## src/utf8s_pkg.sv

```systemverilog
// Package for the UTF-8 sanitizer: shared constants, the result-run type
// and decode helpers. No dependencies.
package utf8s_pkg;

   localparam int          RunMax     = 4;
   localparam int          HeldDepth  = 3;
   localparam logic [7:0]  SpaceChar  = 8'h20;
   localparam logic [10:0] Min2Byte   = 11'h080;
   localparam logic [15:0] Min3Byte   = 16'h0800;
   localparam logic [20:0] Min4Byte   = 21'h010000;
   localparam logic [20:0] Max4Byte   = 21'h10ffff;

   // Results caused by one input transaction, in emit order.
   typedef struct packed {
      logic                    valid;
      logic [RunMax-1:0][7:0]  bytes;
      logic [RunMax-1:0]       repl;
      logic [1:0]              last_idx;
      logic                    string_end;
      logic                    had_invalid;
   } run_type;

   // Expected sequence length for a lead byte, 0 if not a multi-byte lead.
   function automatic logic [2:0] lead_len(input logic [7:0] b);
      logic [2:0] len;
      len = 3'd0;
      if ((b & 8'he0) == 8'hc0) begin
         len = 3'd2;
      end else if ((b & 8'hf0) == 8'he0) begin
         len = 3'd3;
      end else if ((b & 8'hf8) == 8'hf0) begin
         len = 3'd4;
      end
      return len;
   endfunction

endpackage

```

## src/utf8s_if.sv

```systemverilog
// Valid/ready channel interfaces for byte transactions in and repaired
// bytes out. No dependencies.
interface utf8s_req_if;
   logic       valid;
   logic       ready;
   logic [7:0] in_byte;
   logic       string_end;

   modport source (output valid, output in_byte, output string_end, input ready);
   modport sink   (input valid, input in_byte, input string_end, output ready);
endinterface

interface utf8s_rsp_if;
   logic       valid;
   logic       ready;
   logic [7:0] out_byte;
   logic       was_replaced;
   logic       end_of_string;
   logic       string_had_invalid;
   logic       last_of_run;

   modport source (output valid, output out_byte, output was_replaced,
                   output end_of_string, output string_had_invalid,
                   output last_of_run, input ready);
   modport sink   (input valid, input out_byte, input was_replaced,
                   input end_of_string, input string_had_invalid,
                   input last_of_run, output ready);
endinterface

```

## src/utf8_sanitizer_core.sv

```systemverilog
// UTF-8 sanitizer top level: sequence tracker feeding the run buffer and
// output register. Depends on utf8s_pkg, utf8s_if, utf8s_scan, utf8s_emit.
//
// Usage: bytes of a string enter on req_bus, one per transaction, with
// string_end set on the last byte. Repaired bytes leave on rsp_bus; invalid
// or cut-short sequences come out as spaces with was_replaced set. A lead
// byte and its continuation bytes are held (no result) until the sequence
// completes or breaks, then released as a burst of up to four results.
// last_of_run marks the final result of an input transaction; on a
// string_end input it also carries end_of_string and string_had_invalid.
// A result is registered in the run buffer and then in the output register.
// Throughput: one transaction per cycle while each causes at most one result
// and rsp_bus does not stall; an input releasing several results holds
// req_bus while the single output register drains the run buffer. A stalled
// rsp_bus holds its payload; the run buffer then fills and req_bus.ready
// drops. Reset clears held state and empties both stages.
module utf8_sanitizer_core (
   input  logic        clock,
   input  logic        reset,
   utf8s_req_if.sink   req_bus,
   utf8s_rsp_if.source rsp_bus
);
   import utf8s_pkg::*;

   run_type run;
   logic    run_ready;
   logic    req_accept;

   assign req_bus.ready = run_ready;
   assign req_accept    = req_bus.valid && run_ready;

   utf8s_scan u_scan (
      .clock      (clock),
      .reset      (reset),
      .accept     (req_accept),
      .in_byte    (req_bus.in_byte),
      .string_end (req_bus.string_end),
      .run        (run)
   );

   utf8s_emit u_emit (
      .clock     (clock),
      .reset     (reset),
      .run_in    (run),
      .run_load  (req_accept),
      .run_ready (run_ready),
      .rsp_bus   (rsp_bus)
   );

endmodule

```

## src/utf8s_scan.sv

```systemverilog
// Sequence tracker: holds lead and continuation bytes and builds the run of
// results for each accepted transaction. Depends on utf8s_pkg.
module utf8s_scan (
   input  logic              clock,
   input  logic              reset,
   input  logic              accept,
   input  logic [7:0]        in_byte,
   input  logic              string_end,
   output utf8s_pkg::run_type run
);
   import utf8s_pkg::*;

   logic [7:0] held_ff [HeldDepth];
   logic [1:0] held_count_ff, held_count_in;
   logic [2:0] seq_len_ff, seq_len_in;
   logic       invalid_ff, invalid_in;

   logic [2:0] len;
   logic       is_cont;
   logic       fresh_emit, fresh_repl, fresh_start;
   logic [1:0] flush_cnt;
   logic       flush_repl, emit_b, b_repl, start, extend, ok;
   logic [2:0] count;
   logic [7:0] b_out;
   logic [5:0] c1, c2, c3;
   logic [10:0] v2;
   logic [15:0] v3;
   logic [20:0] v4;

   // Range check of a sequence completed by in_byte.
   always_comb begin
      c3 = in_byte[5:0];
      c1 = (held_count_ff >= 2'd2) ? held_ff[1][5:0] : c3;
      c2 = (held_count_ff >= 2'd3) ? held_ff[2][5:0] : c3;
      v2 = {held_ff[0][4:0], c3};
      v3 = {held_ff[0][3:0], c1, c3};
      v4 = {held_ff[0][2:0], c1, c2, c3};
      case (seq_len_ff)
         3'd2:    ok = (v2 >= Min2Byte);
         3'd3:    ok = (v3 >= Min3Byte);
         default: ok = (v4 >= Min4Byte) && (v4 <= Max4Byte);
      endcase
   end

   always_comb begin
      len     = lead_len(in_byte);
      is_cont = (in_byte[7:6] == 2'b10);

      fresh_emit  = 1'b0;
      fresh_repl  = 1'b0;
      fresh_start = 1'b0;
      if (!in_byte[7]) begin
         fresh_emit = 1'b1;
      end else if (len == 3'd0 || string_end) begin
         fresh_emit = 1'b1;
         fresh_repl = 1'b1;
      end else begin
         fresh_start = 1'b1;
      end

      flush_cnt  = 2'd0;
      flush_repl = 1'b0;
      emit_b     = 1'b0;
      b_repl     = 1'b0;
      start      = 1'b0;
      extend     = 1'b0;
      if (seq_len_ff == 3'd0 || held_count_ff == 2'd0) begin
         emit_b = fresh_emit;
         b_repl = fresh_repl;
         start  = fresh_start;
      end else if (is_cont) begin
         if ({1'b0, held_count_ff} + 3'd1 >= seq_len_ff) begin
            flush_cnt  = held_count_ff;
            flush_repl = !ok;
            emit_b     = 1'b1;
            b_repl     = !ok;
         end else if (string_end || held_count_ff == 2'd3) begin
            flush_cnt  = held_count_ff;
            flush_repl = 1'b1;
            emit_b     = 1'b1;
            b_repl     = 1'b1;
         end else begin
            extend = 1'b1;
         end
      end else begin
         // interrupted sequence: held bytes become spaces, new byte rescanned
         flush_cnt  = held_count_ff;
         flush_repl = 1'b1;
         emit_b     = fresh_emit;
         b_repl     = fresh_repl;
         start      = fresh_start;
      end

      b_out = b_repl ? SpaceChar : in_byte;
      count = {1'b0, flush_cnt} + {2'b00, emit_b};

      for (int i = 0; i < HeldDepth; i++) begin
         if (2'(i) < flush_cnt) begin
            run.bytes[i] = flush_repl ? SpaceChar : held_ff[i];
            run.repl[i]  = flush_repl;
         end else begin
            run.bytes[i] = b_out;
            run.repl[i]  = b_repl;
         end
      end
      run.bytes[RunMax-1] = b_out;
      run.repl[RunMax-1]  = b_repl;
      run.valid           = (count != 3'd0);
      run.last_idx        = 2'(count - 3'd1);
      run.string_end      = string_end;
      run.had_invalid     = invalid_ff || (flush_cnt != 2'd0 && flush_repl)
                            || (emit_b && b_repl);

      held_count_in = 2'd0;
      seq_len_in    = 3'd0;
      if (extend) begin
         held_count_in = held_count_ff + 2'd1;
         seq_len_in    = seq_len_ff;
      end else if (start) begin
         held_count_in = 2'd1;
         seq_len_in    = len;
      end
      invalid_in = string_end ? 1'b0 : run.had_invalid;
   end

   always_ff @(posedge clock) begin
      if (reset) begin
         held_count_ff <= 2'd0;
         seq_len_ff    <= 3'd0;
         invalid_ff    <= 1'b0;
      end else if (accept) begin
         held_count_ff <= held_count_in;
         seq_len_ff    <= seq_len_in;
         invalid_ff    <= invalid_in;
      end
   end

   always_ff @(posedge clock) begin
      if (accept && start) begin
         held_ff[0] <= in_byte;
      end else if (accept && extend) begin
         held_ff[held_count_ff] <= in_byte;
      end
   end

endmodule

```

## src/utf8s_emit.sv

```systemverilog
// Run buffer and output register: emits one repaired byte per cycle from the
// current run unless rsp_bus stalls. Depends on utf8s_pkg and utf8s_rsp_if.
module utf8s_emit (
   input  logic               clock,
   input  logic               reset,
   input  utf8s_pkg::run_type run_in,
   input  logic               run_load,
   output logic               run_ready,
   utf8s_rsp_if.source        rsp_bus
);
   import utf8s_pkg::*;

   run_type    buf_ff, buf_in;
   logic [1:0] idx_ff, idx_in;
   logic       out_valid_ff, out_valid_in;
   logic [7:0] out_byte_ff, out_byte_in;
   logic       out_repl_ff, out_repl_in;
   logic       out_end_ff, out_end_in;
   logic       out_inv_ff, out_inv_in;
   logic       out_last_ff, out_last_in;

   logic out_free, buf_last, load_out;

   always_comb begin
      out_free  = !out_valid_ff || rsp_bus.ready;
      buf_last  = buf_ff.valid && (idx_ff == buf_ff.last_idx);
      load_out  = buf_ff.valid && out_free;
      run_ready = !buf_ff.valid || (load_out && buf_last);

      buf_in       = buf_ff;
      idx_in       = idx_ff;
      out_valid_in = out_valid_ff && !rsp_bus.ready;
      out_byte_in  = out_byte_ff;
      out_repl_in  = out_repl_ff;
      out_end_in   = out_end_ff;
      out_inv_in   = out_inv_ff;
      out_last_in  = out_last_ff;

      if (load_out) begin
         out_valid_in = 1'b1;
         out_byte_in  = buf_ff.bytes[idx_ff];
         out_repl_in  = buf_ff.repl[idx_ff];
         out_last_in  = buf_last;
         out_end_in   = buf_last && buf_ff.string_end;
         out_inv_in   = buf_last && buf_ff.string_end && buf_ff.had_invalid;
         idx_in       = buf_last ? 2'd0 : idx_ff + 2'd1;
      end
      if (run_ready) begin
         buf_in       = run_in;
         buf_in.valid = run_load && run_in.valid;
      end
   end

   always_ff @(posedge clock) begin
      if (reset) begin
         buf_ff.valid <= 1'b0;
         idx_ff       <= 2'd0;
         out_valid_ff <= 1'b0;
      end else begin
         buf_ff       <= buf_in;
         idx_ff       <= idx_in;
         out_valid_ff <= out_valid_in;
      end
   end

   always_ff @(posedge clock) begin
      out_byte_ff        <= out_byte_in;
      out_repl_ff        <= out_repl_in;
      out_end_ff         <= out_end_in;
      out_inv_ff         <= out_inv_in;
      out_last_ff        <= out_last_in;
   end

   assign rsp_bus.valid              = out_valid_ff;
   assign rsp_bus.out_byte           = out_byte_ff;
   assign rsp_bus.was_replaced       = out_repl_ff;
   assign rsp_bus.end_of_string      = out_end_ff;
   assign rsp_bus.string_had_invalid = out_inv_ff;
   assign rsp_bus.last_of_run        = out_last_ff;

endmodule

```

## src/flat_wrapper.sv

```systemverilog
// flat-port wrapper written by rule: the top's interface ports become plain ports
module utf8_sanitizer_core_flat import utf8s_pkg::*;
  (clock, reset, req_bus_valid, req_bus_in_byte, req_bus_string_end, req_bus_ready, rsp_bus_valid, rsp_bus_out_byte, rsp_bus_was_replaced, rsp_bus_end_of_string, rsp_bus_string_had_invalid, rsp_bus_last_of_run, rsp_bus_ready);
  utf8s_req_if req_bus_i ();
  utf8s_rsp_if rsp_bus_i ();
  input  logic clock;
  input  logic reset;
  input wire logic [$bits(req_bus_i.valid)-1:0] req_bus_valid;
  input wire logic [$bits(req_bus_i.in_byte)-1:0] req_bus_in_byte;
  input wire logic [$bits(req_bus_i.string_end)-1:0] req_bus_string_end;
  output wire logic [$bits(req_bus_i.ready)-1:0] req_bus_ready;
  output wire logic [$bits(rsp_bus_i.valid)-1:0] rsp_bus_valid;
  output wire logic [$bits(rsp_bus_i.out_byte)-1:0] rsp_bus_out_byte;
  output wire logic [$bits(rsp_bus_i.was_replaced)-1:0] rsp_bus_was_replaced;
  output wire logic [$bits(rsp_bus_i.end_of_string)-1:0] rsp_bus_end_of_string;
  output wire logic [$bits(rsp_bus_i.string_had_invalid)-1:0] rsp_bus_string_had_invalid;
  output wire logic [$bits(rsp_bus_i.last_of_run)-1:0] rsp_bus_last_of_run;
  input wire logic [$bits(rsp_bus_i.ready)-1:0] rsp_bus_ready;
  assign req_bus_i.valid = req_bus_valid;
  assign req_bus_i.in_byte = req_bus_in_byte;
  assign req_bus_i.string_end = req_bus_string_end;
  assign req_bus_ready = req_bus_i.ready;
  assign rsp_bus_valid = rsp_bus_i.valid;
  assign rsp_bus_out_byte = rsp_bus_i.out_byte;
  assign rsp_bus_was_replaced = rsp_bus_i.was_replaced;
  assign rsp_bus_end_of_string = rsp_bus_i.end_of_string;
  assign rsp_bus_string_had_invalid = rsp_bus_i.string_had_invalid;
  assign rsp_bus_last_of_run = rsp_bus_i.last_of_run;
  assign rsp_bus_i.ready = rsp_bus_ready;
  utf8_sanitizer_core u_core (.clock(clock), .reset(reset), .req_bus(req_bus_i), .rsp_bus(rsp_bus_i));
endmodule
```

## config.mk

```make
export PLATFORM = sky130hd
export DESIGN_NAME = utf8_sanitizer_core_flat
export DESIGN_NICKNAME = d
export VERILOG_FILES = /design/src/utf8s_pkg.sv /design/src/utf8s_if.sv /design/src/utf8_sanitizer_core.sv /design/src/utf8s_scan.sv /design/src/utf8s_emit.sv /design/src/flat_wrapper.sv
export SDC_FILE = /design/constraint.sdc
export NUM_CORES = 1
export LEC_CHECK = 0
export BUFFER_PORTS_ARGS = -buffer_cell sky130_fd_sc_hd__buf_2
export CAP_MARGIN = 20
export CORE_MARGIN = 2
export CORE_UTILIZATION = 46
export DETAILED_ROUTE_END_ITERATION = 8
export HOLD_SLACK_MARGIN = 0.05
export PLACE_DENSITY_LB_ADDON = 0.25
export SLEW_MARGIN = 10
export SYNTH_ARGS = -nofsm -noshare
export SYNTH_HDL_FRONTEND = slang
export SYNTH_SLANG_ARGS = --single-unit
```

## constraint.sdc

```tcl
create_clock -name clock -period 4.8 [get_ports clock]
set_clock_uncertainty 0.1 [all_clocks]
set_input_delay 0.96 -clock clock [delete_from_list [all_inputs] [get_ports clock]]
set_output_delay 0.96 -clock clock [all_outputs]
set_load 0.01 [all_outputs]
```

=== After elaboration in Yosys (flattened, before gate mapping) ===
Memory sizes are Yosys's and may differ from the RTL's.
Index checks and enable logic that the tools add are counted.

* Bits of input ports: 13
* Memories kept: 1
* Word-level logic and storage cells: 136
* Output and inout port bits: 14
* RAM bits: 24
* Register bits after elaboration: 62

{| class="wikitable"
|+ Memory list
! name !! words !! width !! read ports !! clocked after Yosys merged registers in !! write ports !! RTL line !! source
|-
| u_core.u_scan.held_ff || 3 || 8 || 3 || 0 || 1 || utf8s_scan.sv:13 || <nowiki>logic [7:0] held_ff [HeldDepth];</nowiki>
|}

* Multiplexer cells: 58
* $add $sub $neg: 5
* Equality and inequality tests: 8
* $lt $le $gt $ge: 11
* Reductions and logical operators: 32
* Bitwise gates (word level): 2

{| class="wikitable"
|+ Operators with widths
! operator !! number
|-
| $mux 8 || 9
|-
| $mux 1 || 33
|-
| $ge 21x17->1 const B || 1
|-
| $le 21x21->1 const B || 1
|-
| $bmux 8 s2 || 1
|-
| $ge 16x12->1 const B || 1
|-
| $mux 2 || 7
|-
| $logic_and 1x1->1 || 13
|-
| $mux 3 || 4
|-
| $mux 6 || 2
|-
| $ge 11x8->1 const B || 1
|-
| $reduce_or 8->1 || 1
|-
| $logic_or 1x1->1 || 7
|-
| $eq 3x2->1 const B || 2
|-
| $logic_not 3->1 || 2
|-
| $eq 5x5->1 const B || 1
|-
| $add 2x1->2 const B || 2
|-
| $eq 2x2->1 const B || 2
|-
| $eq 4x4->1 const B || 1
|-
| $ge 2x2->1 const B || 2
|-
| $logic_not 1->1 || 4
|-
| $lt 1x2->1 const A || 2
|-
| $reduce_and 2->1 || 2
|-
| $add 2x1->3 || 1
|-
| 13 further kinds || 14
|}

=== Logic depth before layout (Yosys ltp) ===
Gate-level depths: netlist of run 1.

* Depth after elaboration: 15
* Gate-level depth with buffers: 16
* Mapped depth without buffers: 14

=== Hierarchy ===
Synthesis of run 1 repeated with hierarchy kept, for this count alone.

* Cells, all modules: 267
* Area total of the unflattened synthesis: 3870.0 µm²

{| class="wikitable"
|+ Modules (own cells, without submodules)
! module !! seq. area each (µm²) !! area an instance (µm²) !! cells each !! times used
|-
| utf8s_emit || 1641.6 || 2044.5 || 93 || 1
|-
| utf8s_scan || 840.8 || 1819.2 || 173 || 1
|-
| utf8_sanitizer_core || 0.0 || 6.3 || 1 || 1
|}

=== Least setup slack after synthesis of run 1 ===
Ideal clock, no wire load.

* Path kind: input to register
* From: input port rsp_bus_ready
* To: register u_core.u_emit.buf_ff[0] (netlist bit) (enable)
* Stages: 3
* Data required time: 4.258 ns
* Library setup time: 0.442 ns
* Path slack: 1.135 ns
* Data arrival time: 3.123 ns
* Buffers on the path: 0
* Path through: nand2b_1 -> a31o_2 -> nor2b_1

* Longest elaborated chain between the ends: 5

{| class="wikitable"
|+ Ends and longest elaborated chain
! item !! RTL line !! source
|-
| start: declaration || flat_wrapper.sv:18 || <nowiki>input wire logic [$bits(rsp_bus_i.ready)-1:0] rsp_bus_ready;</nowiki>
|-
| $logic_or 1x1->1 || utf8s_emit.sv:25 || <nowiki>out_free = !out_valid_ff || rsp_bus.ready;</nowiki>
|-
| $logic_and 1x1->1 || utf8s_emit.sv:27 || <nowiki>load_out = buf_ff.valid && out_free;</nowiki>
|-
| $logic_and 1x1->1 || utf8s_emit.sv:28 || <nowiki>run_ready = !buf_ff.valid || (load_out && buf_last);</nowiki>
|-
| $logic_or 1x1->1 || utf8s_emit.sv:28 ||
|-
| via req_bus_ready || flat_wrapper.sv:11 || <nowiki>output wire logic [$bits(req_bus_i.ready)-1:0] req_bus_ready;</nowiki>
|-
| $reduce_and 2->1 (no line) || n/a ||
|-
| end signal: assignment || utf8s_emit.sv:60 || <nowiki>buf_ff <= buf_in;</nowiki>
|-
| end: declaration || utf8s_emit.sv:13 || <nowiki>run_type buf_ff, buf_in;</nowiki>
|}

The timed path passes the listed nets, and every way through them passes these cells.
A chain may end at the register's enable or synchronous reset.

=== Final worst setup path of run 1 ===
* From: register u_core.u_scan.held_count_ff[1]
* To: register u_core.u_emit.buf_ff[40] (netlist bit)

* Longest elaborated chain between the ends: 9
* Elaborated cells between the ends (all ways): 17
* Classes of those cells: 2 x add/sub; 1 x order compare; 1 x eq/ne; 8 x mux; 5 x reduce/logical

{| class="wikitable"
|+ Ends and longest elaborated chain
! item !! RTL line !! source
|-
| start: declaration || utf8s_scan.sv:14 || <nowiki>logic [1:0] held_count_ff, held_count_in;</nowiki>
|-
| start signal: assignment || utf8s_scan.sv:132 || <nowiki>held_count_ff <= held_count_in;</nowiki>
|-
| parallel branches: the longest is 6 deep, another holds $add 2x1->3 || n/a ||
|-
| $add 2x1->3 (*) || utf8s_scan.sv:95 || <nowiki>count = {1'b0, flush_cnt} + {2'b00, emit_b};</nowiki>
|-
| $reduce_bool 3->1 (*) || utf8s_scan.sv:108 || <nowiki>run.valid = (count != 3'd0);</nowiki>
|-
| $logic_and 1x1->1 (*) || utf8s_emit.sv:50 || <nowiki>buf_in.valid = run_load && run_in.valid;</nowiki>
|}

Mark *: on every way between the ends.

==> results of run 1 <==
==> Yosys cell counts, types with 2 or more instances <==
| cell type | n |
|---|---|
| dfxtp_1 | 10 |
| ha_1 | 9 |
| nor3_1 | 4 |
| o2bb2ai_1 | 13 |
| edfxtp_1 | 76 |
| a2bb2oi_1 | 5 |
| nand3_1 | 2 |
| inv_1 | 18 |
| o22ai_1 | 7 |
| mux4_2 | 9 |
| nand4_1 | 2 |
| or4_1 | 2 |
| o31ai_1 | 3 |
| a221oi_1 | 2 |
| nor2_1 | 22 |
| a31oi_1 | 4 |
| nor2_2 | 2 |
| and2_1 | 9 |
| clkbuf_1 | 7 |
| a21o_1 | 3 |
| nand2b_1 | 3 |
| and3_1 | 2 |
| nand2_1 | 27 |
| o311ai_0 | 2 |
| o21ai_0 | 7 |
| nor2b_1 | 2 |
| a31o_2 | 2 |
| xnor2_1 | 2 |
| a21oi_1 | 22 |
==> through the flow <==
stage | worst slack [ns] | hold WS [ns] | util | std cells
2_1_floorplan | 1.14 | 0.330 | - | 297
3_5_place_dp | 1.10 | 0.354 | 0.503 | 420
5_1_grt | 0.683 | 0.385 | 0.529 | 437
4_1_cts | 1.11 | 0.370 | 0.527 | 436
3_3_place_gp | 1.26 | 0.345 | 0.503 | 420
6_report | 1.09 | 0.370 | 0.529 | 437
==> power breakdown <==
part | internal (W) | switching, W
registers | 0.000866 | 0.0000181
clock network | 0.000205 | 0.000297
logic | 0.0000593 | 0.0000835
==> layer usage <==
layer / share of wire / wire length [um] / GRT usage
met4: 0.014 / 108 / 0.0679
met1: 0.47 / 3750 / 0.274
met2: 0.47 / 3720 / 0.289
met5: 0 / 0 / 0
met3: 0.044 / 347 / 0.0415
==> worst max path at each step <==
| stage | startpoint | endpoint | cells after the start |
|---|---|---|---|
| 2_1_floorplan | rsp_bus_ready | u_core.u_emit.buf_ff[0] | 3 |
| 3_3_place_gp | u_core.u_scan.held_count_ff[1] | u_core.u_emit.buf_ff[3] | 12 |
| 3_5_place_dp | u_core.u_scan.held_count_ff[1] | u_core.u_emit.buf_ff[40] | 14 |
| 5_1_grt | u_core.u_scan.held_count_ff[1] | u_core.u_emit.buf_ff[40] | 14 |
| 4_1_cts | u_core.u_scan.held_count_ff[1] | u_core.u_emit.buf_ff[40] | 14 |
| 6_report | u_core.u_scan.held_count_ff[1] | u_core.u_emit.buf_ff[40] | 14 |
==> cells by family after synthesis <==
logic type	after synthesis
compound gates	77
xor+xnor	2
fa+ha+maj	9
buf+inv	28
flops	86
mux	9
simple gates	86
==> worst max-delay path, delay by kind of cell, from the launching register on <==
| family | cells | cell delay, ns |
|---|---|---|
| AO/OA/AOI/OAI | 4 | 0.75 |
| adder cells (fa/ha/maj) | 5 | 1.11 |
| buffers and inverters | 3 | 0.30 |
| flip-flops | 1 | 0.63 |
| AND/OR/NAND/NOR | 2 | 0.68 |
==> registers in the layout, indices dropped and copies added (netlist names) <==
signal and count:
u_core.u_emit.buf_ff 41, u_core.u_scan.held_ff 24, u_core.u_emit.rsp_bus.out_byte 8, u_core.u_scan.seq_len_ff 3, u_core.u_emit.idx_ff 2, u_core.u_scan.held_count_ff 2, u_core.u_emit.rsp_bus.end_of_string 1, u_core.u_emit.rsp_bus.last_of_run 1
u_core.u_emit.rsp_bus.string_had_invalid 1, u_core.u_emit.rsp_bus.valid 1, u_core.u_emit.rsp_bus.was_replaced 1, u_core.u_scan.invalid_ff 1
==> final cells by class <==
type	instances	area, um^2
multi-input combinational	183	1310
fill	700	3870
clock buffer	9	124
sequential	86	2480
clock inverter	7	73.8
tap	105	131
timing repair buffer	28	158
inverter	19	71.3
==> results_dict.tcl, run 1 <==
set metrics [dict create \
    status "completed" \
    peakVddDrop_v 0.000165 \
    core_um2 8220 \
    critical_path.max_fanout 16 \
    rrSetupSlack_ns 1.09 \
    hold_viol_final 0 \
    synth_top_family_by_area "compound AO/OA/AOI/OAI gates" \
    setup_violations 0 \
    synth-edff-count 76 \
    cts.sinks 86 \
    p_leak_nw 1.55 \
    wl_um 7920 \
    hpwl_um 5670 \
    synth_cell_type_count 48 \
    dieArea_um2 9220 \
    worst_ep_arrival_time_ns 3.86 \
    avgRoutedWirePerCell_um 18.1 \
    final_cell_mix "edfxtp_1, nand2_1, buf_2" \
    synthAdderAreaFrac 0.0289 \
    synth_area_um2 3900 \
    power_density_nw_per_um2 351 \
    synthCells 297 \
    grt_pass1_wl_um 12700 \
    rsz0062_at_grt "no" \
    path_cells "inv_1 -> ha_1 -> ha_1 -> a21o_1 -> a31oi_1 -> nand4_1 -> and2_1 -> ha_1 -> ha_1 -> inv_1 -> ha_1 -> inv_1 -> o21ai_0 -> a21oi_1" \
    cts_tree "yes" \
    syn-num-nets 319 \
    insertion_delay_ns 0.36 \
    total_power_w 0.00153 \
    cts_buffers 9 \
    final_antenna_net_count 0 \
    antenna_cells 0 \
    syn_to_final_growth_pct 11.6 \
    synth.top_cell.area_share 0.586 \
    num_vias 2474 \
    avgSynthCellArea_um2 13.1 \
    clk_pin_slew_ns 0.09 \
    cts_htree_levels 3 \
    slowest_delay_ns 0.63 \
    crit_slowest_cell "dfxtp_1" \
    fp.dieH_um 96.0 \
    fin_crit_ns 3.71 \
    postPlaceCellArea_um2 4130 \
    start_kind "flip-flop" \
    io-pin-count 27 \
    grt_use_total 0.191 \
    grt_max_degree 41 \
    postCtsSetupBuffers 0 \
    vias_per_cell 5.66 \
    yosys.area_share.simple 0.109 \
    cts.path.max_buffers 2 \
    drtIter0Drc 177 \
    cts_resized 0 \
    yosys.area.top_type "edfxtp_1" \
    synthFlopType "edfxtp_1" \
    antenna_found_initial 0 \
    critPathKind "reg2reg" \
    drv_cap 0 \
    hold_path_depth 2 \
    cts_hold_buffers 0 \
    cp_data_required_time_ns 4.95 \
    grt_pass1_vias 2288 \
    final_cell_area_um2 4350 \
    r2r_cells 14 \
    die_x_um 96.0 \
    root_buffer "clkbuf_8" \
    worstMarginPinSlew_ns 0.797 \
    reg2reg_from "u_core.u_scan.held_count_ff[1]" \
    rows 33 \
    hold_path.class "reg2reg" \
    maxSlewHeadroom 0.468 \
    drcViolationCount 0 \
    drt_first_pass_iters 5 \
    io_buffers 26 \
    cp_common_cell "ha_1" \
    muxShareOfSynthArea 0.0520 \
    synth_area_leaders "edfxtp_1, mux4_2, dfxtp_1, o2bb2ai_1, ha_1" \
    final_common_cell "edfxtp_1" \
    synth_xor_area_frac 0.00449 \
    start_util 0.474 \
    ys_seq_area_frac 0.637 \
    grt-ovfl-total 0 \
    drive_gt1_frac 0.187 \
    synthArstFlopShare 0 \
    ys_ff_latch 86 \
    cp-end-kind "flip-flop" \
    tns_ns 0 \
    timing.fmax_mhz 270 \
    nets 349 \
    holdCritStartpoint "u_core.u_scan.invalid_ff" \
    regToRegEndpoint "u_core.u_emit.buf_ff[40]" \
    yosys_warnings 0 \
    holdPathEnd "u_core.u_scan.invalid_ff" \
    slew_viol_final 0 \
    gp_congestion 0.923 \
    synth_compound_area_frac 0.139 \
    period_share 0.773 \
]
Note: power is estimated with default switching activity, not from simulation.
==> run 2: changes to the inputs <==
Clock period 4.8 ns to 3.78 ns, I/O delays scaled along.
==> run 2 against run 1 <==
Effect of this change: clock power grew 36%; total power grew 30%; global-route usage shrank 0.76 points; die area is the same; critical endpoint unchanged; critical path depth is the same.
==> results_dict.tcl, run 2 (synthesized netlist as in run 1, its figures left out) <==
set metrics [dict create \
    final_antenna_net_count 0 \
    nets 352 \
    status "completed" \
    root_buffer "clkbuf_8" \
    gp_congestion 0.843 \
    cts.path.max_buffers 2 \
    pwr-share-comb 0.093 \
    hold_path.class "reg2reg" \
    grt_pass1_vias 2353 \
    grt_max_degree 41 \
    wl_um 7690 \
    final_cell_mix "edfxtp_1, nand2_1, buf_2" \
    peakVddDrop_v 0.000182 \
    drt_first_pass_iters 4 \
    pre_cts_slack_ns 0.445 \
    setup_violations 0 \
    cts.sinks 86 \
    final_util 0.532 \
    seq_power_share 0.562 \
    p_clk_frac 0.345 \
    power_density_nw_per_um2 454 \
    timing.fmax_mhz 295 \
    cts_resized 0 \
    postPlaceCellArea_um2 4160 \
    regMostFlops "u_core.u_emit.buf_ff" \
    hold_viol_final 0 \
    slew_viol_final 0 \
    worst_ep_arrival_time_ns 3.55 \
    io-pin-count 27 \
    postCtsSetupBuffers 0 \
    cp-end-kind "flip-flop" \
    tns_ns 0 \
    rsz0062_at_grt "no" \
    drt-met1-wl_um 3710 \
    cts_tree "yes" \
    p_leak_nw 1.56 \
    num_vias 2480 \
    dieArea_um2 9220 \
    grt_pass1_wl_um 12200 \
    met3_length_um 346 \
    drive_gt1_frac 0.194 \
    drtIter0Drc 214 \
    start_kind "flip-flop" \
    cts_buffers 9 \
    drcViolationCount 0 \
    start_util 0.474 \
    vias_per_cell 5.64 \
    hpwl_um 5580 \
    worst_slack_ns 0.385 \
    fp.dieH_um 96.0 \
    final_cell_area_um2 4370 \
    wl_met2_um 3500 \
    critPathKind "reg2reg" \
    avgRoutedWirePerCell_um 17.5 \
    fin_crit_ns 3.39 \
    highest_layer "met4" \
    antenna_found_initial 0 \
    critical_path.max_fanout 10 \
    grt_use_total 0.184 \
    p_switching_w 0.000492 \
    switching_share 0.248 \
    drv_cap 0 \
    antenna_cells 0 \
    grt-ovfl-total 0 \
    maxSlewHeadroom 0.482 \
    insertion_delay_ns 0.36 \
    period_share 0.898 \
    clk_pin_slew_ns 0.09 \
    final_common_cell "edfxtp_1" \
    die_x_um 96.0 \
    io_buffers 26 \
    core_um2 8220 \
    cell_internal_pwr_w 0.00149 \
    worstMarginPinSlew_ns 0.776 \
    cts_htree_levels 3 \
    cts_hold_buffers 0 \
    rows 33 \
    cp_data_required_time_ns 3.93 \
    largest_reg_flops 41 \
    syn_to_final_growth_pct 12.2 \
]
-- run 2: cell types whose count changed in the layout (fill, tap and decap cells not counted) --
cell        change
bufinv_16       +1
buf_4           +4
inv_6           -1
inv_8           +1
buf_12          -1
clkinvlp_4      +2
clkinv_4        -2
clkinv_8        -1
-- run 2: layout make-up --
cell class / count / area, um^2
well taps: 105 / 131
flip-flops and latches: 86 / 2480
clock inverters: 7 / 87.6
fillers: 722 / 3840
repair buffers: 31 / 168
inverters: 19 / 71.3
multi-input cells: 183 / 1310
clock buffers: 9 / 124
-- run 2: metal layers --
metal / track usage / vias up
li1: - / 1207
met1: 0.264 / 1192
met2: 0.270 / 66
met3: 0.0439 / 15
met4: 0.0726 / 0
met5: 0 / -
-- run 2: worst paths after layout --
path,start,end,slack [ns],cells past startpoint
worst max-delay path,u_core.u_scan.held_count_ff[0],u_core.u_emit.buf_ff[40],0.39,14
worst max register to register,u_core.u_scan.held_count_ff[0],u_core.u_emit.buf_ff[40],0.39,14
worst min-delay path,u_core.u_scan.invalid_ff,u_core.u_scan.invalid_ff,0.38,2
worst min register to register,u_core.u_scan.invalid_ff,u_core.u_scan.invalid_ff,0.38,2
-- run 2: through the flow --
stage | instances | total power (W) | hold WS [ns]
final | 440 | 0.00199 | 0.379
after global routing | 440 | 0.00207 | 0.415
after CTS | 440 | 0.00201 | 0.378
after detailed placement | 424 | 0.00133 | 0.365
after global placement | 424 | 0.00132 | 0.344
after floorplan | 297 | 0.00126 | 0.330
-- run 2: worst max-delay path, stage by stage, from the launching register on --
cell      delay (ns)
dfxtp_1         0.43
clkinv_1        0.29
ha_1            0.40
ha_1            0.20
a21o_1          0.15
a31oi_1         0.38
a31o_2          0.33
nor2_1          0.06
ha_1            0.20
ha_1            0.27
inv_1           0.06
ha_1            0.13
inv_1           0.03
o21ai_0         0.16
a21oi_1         0.08
-- run 2: power by group through the flow --
stage          Clock [W]  Combinational (W)  Sequential (W)
2_1_floorplan          0           0.000123         0.00114
3_3_place_gp           0           0.000183         0.00114
3_5_place_dp           0           0.000186         0.00114
4_1_cts         0.000701           0.000187         0.00112
5_1_grt         0.000741           0.000206         0.00112
6_report        0.000685           0.000186         0.00112
